**src/rtl/bpl_pkg.sv**
```systemverilog
// Shared types and constants for the bit-to-pulse-level packer.
// Standalone package; used by every module of the block.
package bpl_pkg;

	// Item codes
	localparam logic ACT_ENCODE = 1'b0;
	localparam logic ACT_FLUSH  = 1'b1;

	// Line code and packing constants
	localparam int unsigned LEVELS_PER_BYTE = 8;
	localparam int unsigned MAX_LEVELS      = 24;
	localparam logic [7:0]  PAD_ONES        = 8'hFF;

	// Queue between front and back
	localparam int unsigned QDEPTH = 2;
	localparam int unsigned QPTR_W = $clog2(QDEPTH);
	localparam int unsigned QCNT_W = $clog2(QDEPTH + 1);

	typedef struct packed {
		logic       action;
		logic [7:0] data_byte;
	} item_t;

	typedef struct packed {
		logic [7:0] out_byte;
		logic       last;
	} result_t;

	// Classified item: levels left-aligned, first level in bit 23
	typedef struct packed {
		logic        action;
		logic [23:0] levels;
		logic [4:0]  len;
	} entry_t;

endpackage

```
**src/rtl/bpl_front.sv**
```systemverilog
// Front part: accepts items and line-codes data bytes into level words.
// Depends on bpl_pkg.
module bpl_front (
	input  logic           clk,
	input  logic           arst_n,
	input  logic           item_valid,
	output logic           item_stall,
	input  bpl_pkg::item_t item,
	output logic           push_valid,
	input  logic           push_ready,
	output bpl_pkg::entry_t push_entry
);
	import bpl_pkg::*;

	logic   valid_s1;
	entry_t entry_s1;
	entry_t entry_d;
	logic   advance;

	// One is 1,0; zero is 1,0,0; first level toward bit 23
	function automatic entry_t encode(item_t it);
		entry_t     e;
		logic [4:0] pos;
		e.action = it.action;
		e.levels = '0;
		pos = 5'(MAX_LEVELS);
		for (int i = 7; i >= 0; i--) begin
			e.levels[pos - 5'd1] = 1'b1;
			pos = pos - 5'd2;
			if (!it.data_byte[i]) begin
				pos = pos - 5'd1;
			end
		end
		e.len = 5'(MAX_LEVELS) - pos;
		return e;
	endfunction

	assign entry_d    = encode(item);
	assign advance    = !valid_s1 || push_ready;
	assign item_stall = !advance;
	assign push_valid = valid_s1;
	assign push_entry = entry_s1;

	always_ff @(posedge clk or negedge arst_n) begin
		if (!arst_n) begin
			valid_s1 <= 1'b0;
		end else if (advance) begin
			valid_s1 <= item_valid;
		end
	end

	always_ff @(posedge clk) begin
		if (advance && item_valid) begin
			entry_s1 <= entry_d;
		end
	end

endmodule

```
**src/rtl/bpl_queue.sv**
```systemverilog
// Short queue of classified items between front and back.
// Depends on bpl_pkg.
module bpl_queue (
	input  logic            clk,
	input  logic            arst_n,
	input  logic            push_valid,
	output logic            push_ready,
	input  bpl_pkg::entry_t push_entry,
	output logic            head_valid,
	input  logic            pop,
	output bpl_pkg::entry_t head_entry
);
	import bpl_pkg::*;

	entry_t              slot_q [QDEPTH];
	logic [QPTR_W-1:0]   wr_q;
	logic [QPTR_W-1:0]   rd_q;
	logic [QCNT_W-1:0]   cnt_q;
	logic                do_push;
	logic                do_pop;

	assign push_ready = cnt_q != QCNT_W'(QDEPTH);
	assign head_valid = cnt_q != '0;
	assign head_entry = slot_q[rd_q];
	assign do_push    = push_valid && push_ready;
	assign do_pop     = pop && head_valid;

	always_ff @(posedge clk or negedge arst_n) begin
		if (!arst_n) begin
			wr_q  <= '0;
			rd_q  <= '0;
			cnt_q <= '0;
		end else begin
			if (do_push) begin
				wr_q <= (wr_q == QPTR_W'(QDEPTH - 1)) ? '0 : wr_q + 1'b1;
			end
			if (do_pop) begin
				rd_q <= (rd_q == QPTR_W'(QDEPTH - 1)) ? '0 : rd_q + 1'b1;
			end
			if (do_push && !do_pop) begin
				cnt_q <= cnt_q + 1'b1;
			end else if (do_pop && !do_push) begin
				cnt_q <= cnt_q - 1'b1;
			end
		end
	end

	always_ff @(posedge clk) begin
		if (do_push) begin
			slot_q[wr_q] <= push_entry;
		end
	end

endmodule

```
**src/rtl/bpl_back.sv**
```systemverilog
// Back part: merges leftover levels with each item and emits packed bytes.
// Depends on bpl_pkg.
module bpl_back (
	input  logic             clk,
	input  logic             arst_n,
	input  logic             head_valid,
	input  bpl_pkg::entry_t  head_entry,
	output logic             pop,
	output logic             result_valid,
	input  logic             result_stall,
	output bpl_pkg::result_t result
);
	import bpl_pkg::*;

	// Level window, oldest level in bit 31; total_q counts valid levels.
	logic [31:0] shreg_q;
	logic [4:0]  total_q;
	logic        res_valid_q;
	result_t     res_q;

	logic        has_byte;
	logic        adv;
	logic        emit;
	logic        free;
	logic [7:0]  rem;
	logic [2:0]  rcnt;
	logic [31:0] load_shreg;
	logic [4:0]  load_total;

	assign has_byte = total_q[4:3] != 2'b00;
	assign adv      = !res_valid_q || !result_stall;
	assign emit     = adv && has_byte;
	assign free     = !has_byte || (emit && !total_q[4]);
	assign pop      = head_valid && free;

	// Leftover levels once the current window is drained
	assign rem  = has_byte ? shreg_q[23:16] : shreg_q[31:24];
	assign rcnt = total_q[2:0];

	always_comb begin
		if (head_entry.action == ACT_FLUSH) begin
			if (rcnt == 3'd0) begin
				load_shreg = '0;
				load_total = '0;
			end else begin
				load_shreg = {rem | (PAD_ONES >> rcnt), 24'b0};
				load_total = 5'(LEVELS_PER_BYTE);
			end
		end else begin
			load_shreg = {rem, 24'b0} | ({head_entry.levels, 8'b0} >> rcnt);
			load_total = {2'b00, rcnt} + head_entry.len;
		end
	end

	always_ff @(posedge clk or negedge arst_n) begin
		if (!arst_n) begin
			shreg_q     <= '0;
			total_q     <= '0;
			res_valid_q <= 1'b0;
		end else begin
			if (pop) begin
				shreg_q <= load_shreg;
				total_q <= load_total;
			end else if (emit) begin
				shreg_q <= {shreg_q[23:0], 8'b0};
				total_q <= total_q - 5'(LEVELS_PER_BYTE);
			end
			if (adv) begin
				res_valid_q <= emit;
			end
		end
	end

	always_ff @(posedge clk) begin
		if (emit) begin
			res_q.out_byte <= shreg_q[31:24];
			res_q.last     <= !total_q[4];
		end
	end

	assign result_valid = res_valid_q;
	assign result       = res_q;

endmodule

```
**src/rtl/bit_to_pulse_level_packer_top.sv**
```systemverilog
// Top level of the bit-to-pulse-level packer.
// Depends on bpl_pkg, bpl_front, bpl_queue and bpl_back.
//
//  channel  dir  handshake                   payload
//  item     in   item_valid / item_stall     item_t   {action, data_byte}
//  result   out  result_valid / result_stall result_t {out_byte, last}
//
// An encode item yields two or three output bytes; a flush yields one
// byte or none. The back part emits one output byte per cycle unless
// result_stall holds it, which sets the rate. With the queue empty, an
// item passes the front register, a queue slot and the level window
// before the result register holds its first byte.
// Reset clears all pending levels and empties the queue.
// A stalled result holds the back part; the queue then fills and the front
// raises item_stall.
module bit_to_pulse_level_packer_top (
	input  logic             clk,
	input  logic             arst_n,
	input  logic             item_valid,
	output logic             item_stall,
	input  bpl_pkg::item_t   item,
	output logic             result_valid,
	input  logic             result_stall,
	output bpl_pkg::result_t result
);
	import bpl_pkg::*;

	// Front to queue
	logic   push_valid;
	logic   push_ready;
	entry_t push_entry;

	// Queue to back
	logic   head_valid;
	logic   pop;
	entry_t head_entry;

	// Classify and line-code each item
	bpl_front u_front (
		.clk        (clk),
		.arst_n     (arst_n),
		.item_valid (item_valid),
		.item_stall (item_stall),
		.item       (item),
		.push_valid (push_valid),
		.push_ready (push_ready),
		.push_entry (push_entry)
	);

	// Decouple front and back so each may stall on its own
	bpl_queue u_queue (
		.clk        (clk),
		.arst_n     (arst_n),
		.push_valid (push_valid),
		.push_ready (push_ready),
		.push_entry (push_entry),
		.head_valid (head_valid),
		.pop        (pop),
		.head_entry (head_entry)
	);

	// Pack levels and transfer bytes out
	bpl_back u_back (
		.clk          (clk),
		.arst_n       (arst_n),
		.head_valid   (head_valid),
		.head_entry   (head_entry),
		.pop          (pop),
		.result_valid (result_valid),
		.result_stall (result_stall),
		.result       (result)
	);

endmodule

```
**config.mk**
```make
export PLATFORM = sky130hd
export DESIGN_NAME = bit_to_pulse_level_packer_top
export DESIGN_NICKNAME = d
export VERILOG_FILES = /design/src/rtl/bpl_pkg.sv /design/src/rtl/bpl_front.sv /design/src/rtl/bpl_queue.sv /design/src/rtl/bpl_back.sv /design/src/rtl/bit_to_pulse_level_packer_top.sv
export SDC_FILE = /design/constraint.sdc
export NUM_CORES = 1
export LEC_CHECK = 0
export CAP_MARGIN = 10
export CORE_MARGIN = 5
export CORE_UTILIZATION = 30
export CTS_CLUSTER_DIAMETER = 100
export DETAILED_ROUTE_END_ITERATION = 10
export DONT_BUFFER_PORTS = 1
export PLACE_DENSITY_LB_ADDON = 0.2
export SYNTH_ARGS = -nofsm -noshare
export SYNTH_HDL_FRONTEND = slang
export SYNTH_SLANG_ARGS = --single-unit
```
**constraint.sdc**
```tcl
create_clock -name clk -period 3.7 [get_ports clk]
set_clock_uncertainty 0.05 [all_clocks]
set_input_delay 0.185 -clock clk [delete_from_list [all_inputs] [get_ports clk]]
set_output_delay 0.185 -clock clk [all_outputs]
set_load 0.01 [all_outputs]
```
# Yosys cells after proc, flatten, opt, wreduce, memory -nomap -nowiden
# Memories as Yosys holds them, arrays and structs flattened.
# Cells that the tools add are included.
[op_classes]
n_bitwise = 8
muxes = 37
magnitude_cmp = 14
reduce_logical = 31
shift = 2
eq_ne = 1
n_addsub = 28
[ops]
columns = ["operator", "count"]
rows = [
  ["24-bit OR", 6],
  ["32-bit 2-to-1 mux", 4],
  ["5-bit by 1-bit subtractor with 5-bit output, second input constant", 14],
  ["5-bit 2-to-1 mux", 10],
  ["5-bit by 6-bit less-than comparator with 1-bit output, second input constant", 7],
  ["1-bit demux with 5-bit select", 7],
  ["5-bit by 1-bit greater-or-equal comparator with 1-bit output, second input constant", 7],
  ["5-bit by 2-bit subtractor with 5-bit output, second input constant", 7],
  ["32-bit OR", 1],
  ["32-bit by 3-bit >> shifter with 32-bit output", 1],
  ["1-bit logical AND", 15],
  ["1-bit 2-to-1 mux", 11],
  ["1-bit logical NOT", 8],
  ["8-bit 2-to-1 mux", 1],
  ["8-bit OR", 1],
  ["2-bit nonzero test", 4],
  ["8-bit by 3-bit >> shifter with 8-bit output, first input constant", 1],
  ["2-bit 2-to-1 mux", 3],
  ["3-bit by 5-bit adder with 5-bit output", 1],
  ["5-bit by 4-bit subtractor with 5-bit output, second input constant", 1],
  ["5-bit subtractor, first input constant", 1],
  ["4-bit 2-to-1 mux", 1],
  ["3-bit logical NOT", 1],
  ["1-bit logical OR", 3],
  ["4 further kinds", 5],
]
[totals]
mem_bits_rw = 60
register_bits = 82
n_memories = 1
elab_cells = 134
[memory_table]
columns = ["memory", "depth", "width", "rd", "rd_ports_with_merged_regs", "write_ports", "line", "source"]
rows = [
  ["u_queue.slot_q", 2, 30, 1, 0, 1, "bpl_queue.sv:15", "entry_t slot_q [QDEPTH];"],
]

# Depth between registers and ports, before layout
# Gate-level depths: netlist (run 1).
[logic_depth]
word_depth = 25
depth_mapped = 27
ltp_nobuf = 26

# Hierarchy
# A second synthesis (run 1) with hierarchy kept.
[hier_totals]
hier_cells = 829
hier_area_um2 = 9218.8
[by_module_without_submodules]
columns = ["module", "seq_area_each_um2", "cells_per_inst", "area_per_inst_um2", "instances"]
rows = [
  ["bpl_front", 895.9, 423, 3727.3, 1],
  ["bpl_back", 1196.1, 295, 3106.7, 1],
  ["bpl_queue", 1901.8, 111, 2384.8, 1],
]

# Worst setup path before layout (run 1)
# Ideal clock, no wire load.
[synth_path]
path_kind = "input-to-reg"
from = "input item[5] (netlist bit)"
to = "register u_front.entry_s1, in the netlist u_front.push_entry[4], data pin"
setup_time_ps = 268
arrival_ps = 4988
path_stages = 19
path_buffers = 1
path_slack_ps = -1605
cell_sequence = "inv_1 -> fa_1 -> inv_1 -> ha_1 -> nand2b_1 -> xor2_1 -> ha_1 -> xnor2_1 -> ha_1 -> xnor2_1 -> ha_1 -> or3_1 -> and2_1 -> clkbuf_1 -> ha_1 -> or3_1 -> nand3_1 -> o22ai_1 -> xnor3_1"
[synth_lines]
columns = ["element", "line", "source"]
rows = [
  ["start, declared", "bit_to_pulse_level_packer_top.sv:21", "input bpl_pkg::item_t item,"],
  ["end signal, assigned", "bpl_front.sv:54", "entry_s1 <= entry_d;"],
  ["end, declared", "bpl_front.sv:16", "entry_t entry_s1;"],
]

==> out/qor.csv, run 1 <==
metric,value,unit
failing checks,setup timing,
CTS Sinks,138,
Core Box Area,0.02863,sq mm
WP data required,3.80,ns
final number of hold-violating endpoints,0,
DRT Pass-1 Iters,5,
Yosys top cell area share,33.28,%
RSZ-0062 raised after global routing,true,
Num CTS Buffers,17,
Antenna diodes,0,
post-DP HPWL,16.85,mm
fin nets,957,
total grt overflow,0,
Routed WL,22.38,mm
routed len/inst,17.32,um
Chip Height,179.9,um
worst reg2reg path endpoint,u_back.shreg_q[24]$_DFFE_PN0P_,
Final ANT Viol Nets,0,
row cnt,62,
PnR worst setup slack,-0.3901,ns
Post-synth EDFFs,96,
Cells after Synth,750,
Critical path origin,item[6],
clock slew at reported path FFs,0.07,ns
Reg area,0.003935,sq mm
top_reg_cell synth,edfxtp_1,
area grow syn2layout,35.98,%
"Clk Latency, worst-skew pair",0.42,ns
FILL cells,2668,
Post-Syn Area,0.008663,sq mm
# DRC,0,
"Avg Cell Area, Syn",11.55,sq um
measured slew at the worst slew-check pin,0.8196,ns
Hold Crit Start,item[0],
Critical Path End Type,flip-flop,
FMAX,244.5,MHz
Longest Clk Path Bufs,2,
Starting Density,30.26,%
Port-buffer cells,0,
worst reg2reg path startpoint,u_queue.rd_q$_DFFE_PN0P_,
Top Ports,24,
Crit Path Class,input pin to flip-flop,
CP max FO,5,
status,finished with violations,
Starting DRT DRC Count,422,
layout cells sized above 1,36.45,%
die extent in x,179.9,um
top-count cell post-synth,edfxtp_1,
GRT Util Overall,13.92,%
Startpoint Class,input pin,
vias per cell,5.021,
largest net degree at the start of global routing,43,
hold crit path type,input pin to flip-flop,
final setup fails,26,
worst path arrival time,4.19,ns
TritonCTS clock tree,yes,
VDD IR-drop max,0.3977,mV
main area contributors after synthesis,"edfxtp_1 (33%), dfrtp_1 (12%), ha_1 (6.8%)",
Slew Limit Fails,0,
first-pass GRT wire length,36.70,mm
yosys warns,0,
die area,0.03238,sq mm
initial antenna violation count,0,
fin crit period,4.090,ns
root buf cell,clkbuf_16,
vias in the first global route,6737,
sequential-to-total area share from yosys stat,45.41,%
Leakage,4.537,nW
Register-to-Register Path Depth,7,
worst hold stages,3,
vias,6487,
final instance area,0.01178,sq mm
"top cells by count, synth","edfxtp_1 (96), nand2_1 (74), ha_1 (47), dfrtp_1 (42), o21ai_0 (39)",
unique cell type count in the Yosys netlist,72,
Final Wtd Congestion,0.8911,
power per cell area,1015,mW/mm^2
Final Util,41.15,%
WHS Endpoint,u_front.push_entry[0]$_DFFE_PP_,
"Async S/R FF share, synth",30.43,%
"Cell Area, Placed",0.01042,sq mm
Yosys reg bits,138,
H-tree Lvls,4,
r2r setup slk,1.07,ns
syn nets,812,
Max-slew headroom,45.36,%
biggest area consumer among synthesized cells,edfxtp_1,
max-cap violation count,0,
area of the multi-input gates,0.005278,sq mm
final worst-path cycle share,110.5,%
worst max-delay path by stage:
stage                     slack, ns                                to
after floorplan               -1.06   u_front.push_entry[4]$_DFFE_PP_
after global placement        -1.06  u_front.push_entry[25]$_DFFE_PP_
after detailed placement      -1.03  u_front.push_entry[25]$_DFFE_PP_
after CTS                     -0.44  u_front.push_entry[12]$_DFFE_PP_
after global routing          -0.55  u_front.push_entry[12]$_DFFE_PP_
final                         -0.39  u_front.push_entry[12]$_DFFE_PP_
area by class of cell:
type | instances | area share [%]
clock buffer | 17 | 3.611
inverter | 29 | 1.158
timing repair buffer | 163 | 11.39
tap | 384 | 4.079
sequential | 138 | 33.40
clock inverter | 15 | 1.561
multi-input combinational | 546 | 44.80
through the flow:
stage	worst slack, ns	hold slack, ns	std cells	total power, mW	TNS (ns)
5_1_grt	-0.5502	0.09275	1292	12.82	-11.14
3_5_place_dp	-1.032	-0.1583	1234	9.247	-23.42
6_report	-0.3901	0.08281	1292	11.96	-7.883
3_3_place_gp	-1.061	-0.1587	1234	9.195	-23.22
2_1_floorplan	-1.055	-0.1606	750	7.088	-20.67
4_1_cts	-0.4394	0.06909	1281	11.61	-9.302
cell usage in the layout (no fill, tap or decap), drive strengths merged, types with 9 or more instances in the layout:
cell,instances
buf,159
edfxtp,96
nand2,74
ha,47
dfrtp,42
o21ai,41
nor2,37
mux2i,34
inv,34
xnor2,32
a21oi,29
o221ai,24
mux4,21
clkbuf,17
xor2,17
o21a,16
nand2b,13
and3,11
a221o,10
a31oi,10
nor2b,10
and2,9
worst max-delay path, cell delays in order:
cell	delay, ns
inv_12	0.02
fa_2	0.59
inv_2	0.06
ha_4	0.16
nand2b_4	0.09
buf_12	0.11
xor2_4	0.19
ha_4	0.25
xnor2_4	0.19
ha_4	0.25
xnor2_4	0.17
ha_4	0.23
or3_4	0.36
or2_4	0.25
a21oi_4	0.14
a31oi_4	0.08
xnor2_4	0.31
mux2i_4	0.39
o221ai_2	0.16
cell families (layout without fill, tap and decap cells):
kind of cell / Yosys count / in the layout / share of synthesized area [%]
muxes: 62 / 62 / 10.30
xor gates and xnor gates: 54 / 54 / 7.279
adders and majority gates: 49 / 49 / 7.250
and+or+nand+nor: 187 / 187 / 10.36
buffers and inverters: 66 / 224 / 2.917
AOI/OAI and AO/OA: 194 / 194 / 16.49
DFF: 138 / 138 / 45.41
where the power goes:
part	switching, mW	internal (mW)	total [mW]
clock network	0.708	1.02	1.73
logic	3.71	3.55	7.26
registers	0.407	2.56	2.97
routing by layer:
metal / GRT usage, % / share of wire, % / up-vias
li1: - / - / 3156
met1: 18.57 / 46 / 3206
met2: 23.51 / 50 / 101
met3: 2.041 / 2.1 / 24
met4: 4.267 / 1.6 / 0
met5: 0 / 0 / -
flip-flops by register name, indices dropped and copies added, names as in the netlist, named ones only:
signal / flops
u_queue.wr_q: 1
u_queue.cnt_q: 2
u_queue.slot_q: 58
u_back.shreg_q: 30
u_back.result: 9
u_back.total_q: 5
u_queue.rd_q: 1
u_front.push_entry: 29
u_front.push_valid: 1
u_back.result_valid: 1
timing repair:
action | 4_1_cts | 5_1_grt
hold buffers | 5 | 0
endpoints found under the setup margin | 26 | 26
pin swaps | 32 | 26
resized for setup | 51 | 36
endpoints found under the hold margin | 45 | 0
setup buffers | 10 | 12
No activity file was read; power rests on OpenSTA's default activity.
==> run 2, diff against run 1 <==
--- a/config.mk
+++ b/config.mk
@@ -11,7 +11,9 @@
 export CTS_CLUSTER_DIAMETER = 100
 export DETAILED_ROUTE_END_ITERATION = 10
 export DONT_BUFFER_PORTS = 1
+export HOLD_SLACK_MARGIN = 0.06
 export PLACE_DENSITY_LB_ADDON = 0.2
 export SYNTH_ARGS = -nofsm -noshare
 export SYNTH_HDL_FRONTEND = slang
+export SYNTH_HIERARCHICAL = 1
 export SYNTH_SLANG_ARGS = --single-unit
==> run 2 against run 1 <==
The flow still finishes with violations (setup timing); non-clock buffer count decreased by 4; flip-flop and latch count increased by 2; sequential share of layout area decreased by 0.19 points; synthesized cell count increased by 11%; die area increased by 6.1%; critical endpoint is now u_front/push_entry[18]$_DFFE_PP_.
==> out/qor.csv, run 2 <==
metric,value,unit
worst path arrival time,4.19,ns
Slew Limit Fails,0,
r2r setup slk,1.17,ns
GRT Util Overall,14.21,%
Top Metal Used,met4,
fin nets,1018,
die area,0.03434,sq mm
most frequent cells in the layout,"buf_4 (138), edfxtp_1 (98), mux2i_1 (61)",
largest net degree at the start of global routing,43,
Hold Crit Start,item[7],
DRT Pass-1 Iters,4,
die extent in x,185.3,um
Comb pwr share,59.1,%
"Avg Cell Area, Syn",11.12,sq um
failing checks,setup timing,
Cells after Synth,829,
Pint,6.630,mW
Routed WL,24.05,mm
RSZ-0062 raised after global routing,true,
main area contributors after synthesis,"edfxtp_1 (32%), dfrtp_1 (11%), mux2i_1 (6.8%)",
fin crit period,4.073,ns
CP max stage cell,fa_2,
Starting DRT DRC Count,380,
# DRC,0,
stages on the worst setup path,18,
Slowest Stage Delay on Critical Path,0.72,ns
row cnt,64,
biggest area consumer among synthesized cells,edfxtp_1,
first-pass GRT wire length,38.70,mm
status,finished with violations,
Starting Density,30.30,%
Yosys top cell area share,31.92,%
PnR worst setup slack,-0.3733,ns
top-count cell post-synth,edfxtp_1,
Final Util,39.52,%
CP cell instances,fa_2 -> buf_12 -> nand2b_4 -> nor3_4 -> nor2_4 -> ha_4 -> xnor2_4 -> ha_4 -> xor2_4 -> inv_2 -> ha_4 -> nor3_4 -> and3b_1 -> o21a_1 -> a311o_1 -> a211o_1 -> and3_4 -> a221o_1,
Final Wtd Congestion,0.8569,
final number of hold-violating endpoints,0,
max reg flops,60,
vias in the first global route,7141,
switching share of power,40.44,%
worst reg2reg path startpoint,u_back/total_q[4]$_DFFE_PN0P_,
Crit Path Class,input pin to flip-flop,
Post-synth EDFFs,98,
Antenna diodes,0,
net switching power,4.501,mW
clock power share,14.6,%
CP max FO,5,
initial antenna violation count,0,
FMAX,245.5,MHz
Startpoint Class,input pin,
Longest Clk Path Bufs,2,
unique cell type count in the Yosys netlist,79,
vias per cell,5.055,
Port-buffer cells,0,
Flop pwr share,26.3,%
Chip Height,185.3,um
worst hold stages,4,
Post-Syn Area,0.009219,sq mm
post-DP HPWL,18.13,mm
"top cells by count, synth","edfxtp_1 (98), mux2i_1 (63), nand2_1 (56), dfrtp_1 (42), ha_1 (38)",
CP top delay family,adder cells,
CP most frequent cell,ha_4,
Final ANT Viol Nets,0,
top_reg_cell synth,edfxtp_1,
syn nets,882,
root buf cell,clkbuf_16,
TritonCTS clock tree,yes,
Register-to-Register Path Depth,9,
Max-slew headroom,42.95,%
DR WL met3,619,um
Buffers & Inverters on Critical Path,2,
Core Box Area,0.03043,sq mm
layout cells sized above 1,34.25,%
final worst-path cycle share,110.1,%
setup tns final,-6.741,ns
yosys warns,6,
WP data required,3.81,ns
"Most flops, register",u_queue/slot_q,
VDD IR-drop max,0.3763,mV
M1 WL,11.24,mm
Yosys reg bits,140,
measured slew at the worst slew-check pin,0.8320,ns
max-cap violation count,0,
Critical Path End Type,flip-flop,
area grow syn2layout,30.46,%
"Async S/R FF share, synth",30.00,%
power per cell area,925.6,mW/mm^2
sequential-to-total area share from yosys stat,43.32,%
H-tree Lvls,4,
wire length on met2,11.67,mm
vias,6946,
Num CTS Buffers,17,
worst reg2reg path endpoint,u_back/shreg_q[24]$_DFFE_PN0P_,
"Clk Latency, worst-skew pair",0.42,ns
routed len/inst,17.50,um
total grt overflow,0,
hold crit path type,input pin to flip-flop,
CTS Sinks,140,
Top Ports,24,
WHS Endpoint,u_front/push_entry[26]$_DFFE_PP_,
final setup fails,26,
clock slew at reported path FFs,0.06,ns
Leakage,4.658,nW
"commonest non-fill, non-tap cell in the layout",buf_4,
## run 2: cells by family after synthesis
family                     share of synthesized area (%)
other                                            0.04068
adders and majority gates                          5.592
muxes                                              13.56
xor gates and xnor gates                           5.768
buffers and inverters                              4.533
AOI/OAI and AO/OA                                  15.09
DFF                                                43.32
and+or+nand+nor                                    12.09
## run 2: metrics by stage
stage / cells / setup slack, ns / instance area, sq um / power, mW / hold WS, ns
after detailed placement: 1310 / -0.9722 / 10810 / 8.785 / -0.1592
after global placement: 1310 / -0.9564 / 10810 / 8.732 / -0.1595
after CTS: 1362 / -0.3380 / 11760 / 10.82 / 0.07294
final: 1374 / -0.3733 / 12030 / 11.13 / 0.08925
after floorplan: 829 / -0.9778 / 9614 / 6.938 / -0.1606
after global routing: 1374 / -0.4896 / 12030 / 11.91 / 0.08904
## run 2: per-layer routing
metal / vias up / GRT usage (%)
met2: 105 / 23.92
met3: 35 / 2.141
li1: 3430 / -
met1: 3376 / 18.75
met5: - / 0
met4: 0 / 4.756
## run 2: what timing repair did
item                       4_1_cts  5_1_grt
hold buffers                     6        0
hold endpoints to repair        47        0
setup buffers                   14       14
gates cloned                     0        0
pin swaps                       19       17
resized for setup               38       33
setup endpoints to repair       26       26
## run 2: final cells by class
cell class                 instances  area [sq um]
inverter                          38         160.2
fill                            3000         18400
timing repair buffer             159          1330
clock inverter                    15         138.9
tap                              396         495.5
multi-input combinational        609          5482
clock buffer                      17         425.4
sequential                       140          3995
## run 2: tightest hold or removal path: stages
cell and delay (ns):
a21oi_1 0.03, o21ai_0 0.08, a41oi_1 0.08, o311ai_2 0.08
## run 2: how the worst max path moves through the flow
stage / startpoint / slack, ns / endpoint
CTS: item[5] / -0.34 / u_front/push_entry[18]$_DFFE_PP_
global placement: item[7] / -0.96 / u_front/push_entry[24]$_DFFE_PP_
finish: item[7] / -0.37 / u_front/push_entry[18]$_DFFE_PP_
global route: item[7] / -0.49 / u_front/push_entry[18]$_DFFE_PP_
floorplan: item[7] / -0.98 / u_front/push_entry[18]$_DFFE_PP_
detailed placement: item[7] / -0.97 / u_front/push_entry[24]$_DFFE_PP_
## run 2: power by group through the flow
| stage | Combinational, mW | Clock (mW) | Sequential (mW) |
|---|---|---|---|
| 6_report | 6.58 | 1.62 | 2.93 |
| 5_1_grt | 7.18 | 1.72 | 3.00 |
| 4_1_cts | 6.21 | 1.66 | 2.95 |
| 3_5_place_dp | 5.81 | 0 | 2.97 |
| 3_3_place_gp | 5.79 | 0 | 2.95 |
| 2_1_floorplan | 4.18 | 0 | 2.76 |
==> run 3, diff against run 2 <==
--- a/config.mk
+++ b/config.mk
@@ -7,7 +7,7 @@
 export LEC_CHECK = 0
 export CAP_MARGIN = 10
 export CORE_MARGIN = 5
-export CORE_UTILIZATION = 30
+export CORE_UTILIZATION = 60
 export CTS_CLUSTER_DIAMETER = 100
 export DETAILED_ROUTE_END_ITERATION = 10
 export DONT_BUFFER_PORTS = 1
@@ -17,3 +17,4 @@
 export SYNTH_HDL_FRONTEND = slang
 export SYNTH_HIERARCHICAL = 1
 export SYNTH_SLANG_ARGS = --single-unit
+export TNS_END_PERCENT = 5
==> run 3 against run 2 <==
The flow still finishes with violations (setup timing); worst setup slack worse by 0.017 ns; first-iteration DRC count is 60% higher; combinational power decreased by 4.6%; wire length fell by 1.1%; cell area is 6.3% lower; critical endpoint is now u_front/push_entry[24]$_DFFE_PP_.
==> out/qor.csv, run 3 (synthesis results as in run 2) <==
metric,value,unit
root buf cell,clkbuf_16,
Power Total,10.70,mW
FMAX,244.5,MHz
pre-CTS setup slack,-1.011,ns
fin nets,989,
final worst-path cycle share,110.5,%
DRT Pass-1 Iters,5,
CP most frequent cell,ha_4,
Starting DRT DRC Count,609,
Max-slew headroom,30.89,%
Critical Path End Type,flip-flop,
Top Ports,24,
power per cell area,948.7,mW/mm^2
failing checks,setup timing,
GRT Util Overall,26.90,%
total grt overflow,0,
row cnt,45,
Final Util,74.44,%
"Most flops, register",u_queue/slot_q,
CTS Sinks,140,
vias in the first global route,7160,
status,finished with violations,
Crit Path Class,input pin to flip-flop,
hold crit path type,input pin to flip-flop,
final number of hold-violating endpoints,0,
Longest Clk Path Bufs,2,
Hold Crit Start,item[0],
Slowest Stage Delay on Critical Path,0.34,ns
H-tree Lvls,4,
max reg flops,60,
die extent in x,134.0,um
Startpoint Class,input pin,
measured slew at the worst slew-check pin,1.036,ns
Leakage,4.451,nW
Core Box Area,0.01515,sq mm
initial antenna violation count,0,
clock slew at reported path FFs,0.06,ns
Slew Limit Fails,0,
most frequent cells in the layout,"buf_4 (119), edfxtp_1 (98), mux2i_1 (60)",
routed len/inst,20.92,um
# DRC,0,
Num CTS Buffers,17,
vias per cell,6.314,
Final ANT Viol Nets,0,
PnR worst setup slack,-0.3900,ns
layout cells sized above 1,29.40,%
worst reg2reg path startpoint,u_back/total_q[4]$_DFFE_PN0P_,
post-DP HPWL,17.59,mm
Port-buffer cells,0,
CP cell instances,ha_4 -> inv_2 -> ha_4 -> a21o_1 -> ha_4 -> a21boi_4 -> nor2_4 -> ha_4 -> xnor2_4 -> ha_4 -> xor2_4 -> buf_4 -> a311o_1 -> and3b_1 -> o21a_1 -> a311o_1 -> a211o_1 -> and2_4 -> o31ai_4 -> buf_4,
max-cap violation count,0,
VDD IR-drop max,0.7849,mV
die area,0.01794,sq mm
"commonest non-fill, non-tap cell in the layout",buf_4,
"Clk Latency, worst-skew pair",0.42,ns
Antenna diodes,0,
Starting Density,60.87,%
Chip Height,134.0,um
FILL cells,960,
WP data required,3.94,ns
CP max FO,5,
Routed WL,23.78,mm
Buffers & Inverters on Critical Path,3,
Critical path origin,item[6],
vias,7179,
CP max stage cell,a211o_1,
first-pass GRT wire length,37.58,mm
RSZ-0062 raised after global routing,true,
CP top delay family,compound AO/OA/AOI/OAI gates,
Final Wtd Congestion,0.8998,
worst path arrival time,4.33,ns
area grow syn2layout,22.30,%
Min Hold Slack,0.08353,ns
fin crit period,4.090,ns
largest net degree at the start of global routing,45,
TritonCTS clock tree,yes,
final setup fails,26,
[run 3: area by class of cell]
type	count	area [sq um]	share of cell area (%)
Multi-Input combinational cell	609	5311	47.11
Sequential cell	140	3994	35.42
Timing Repair Buffer	130	1030	9.133
Clock buffer	18	429.2	3.806
Tap cell	188	235.2	2.086
Inverter	38	150.1	1.332
Clock inverter	14	125.1	1.110
[run 3: final timing paths]
| path | to | slack (ns) | depth (start not counted) |
|---|---|---|---|
| max in group asynchronous | u_back/shreg_q[5]$_DFFE_PN0P_ | 3.17 | 2 |
| min in group asynchronous | u_queue/rd_q$_DFFE_PN0P_ | 0.21 | 2 |
| max | u_front/push_entry[24]$_DFFE_PP_ | -0.39 | 20 |
| min | u_front/push_entry[0]$_DFFE_PP_ | 0.08 | 2 |
| max reg2reg | u_back/shreg_q[27]$_DFFE_PN0P_ | 0.82 | 8 |
| min reg2reg | u_queue/slot_q[1][0]$_DFFE_PP_ | 0.40 | 0 |
[run 3: stage by stage]
stage	instance area, sq um	TNS, ns	std cells
floorplan	9560	-22.49	829
global placement	10410	-19.56	1093
detailed placement	10410	-22.92	1093
CTS	11200	-6.633	1135
global route	11270	-11.36	1137
finish	11270	-7.252	1137
[run 3: worst register-to-register path, cell delays in order, from the launching register on]
cell	delay (ns)
dfrtp_1	0.37
inv_1	0.07
ha_1	0.42
o21ai_2	0.91
inv_2	0.21
nand2b_1	0.19
buf_4	0.27
a31oi_1	0.09
o22a_1	0.19
[run 3: layer usage]
layer	routed length [um]	GRT usage, %
met1	9502	32.73
met2	12160	46.27
met3	965	3.713
met4	1153	14.86
met5	0	0
[run 3: where the power goes]
group,total [mW],switching [mW],internal (mW)
sequential,2.85,0.311,2.54
clock,1.57,0.686,0.881
combinational,6.28,3.46,2.83
total,10.7,4.45,6.24
[run 3: what timing repair did]
action | CTS | global route
endpoints found under the hold margin | 45 | 0
gates resized for setup | 24 | 12
buffers inserted | 5 | 2
hold buffers | 5 | 0
pin swaps | 24 | 11
setup endpoints to repair | 26 | 27
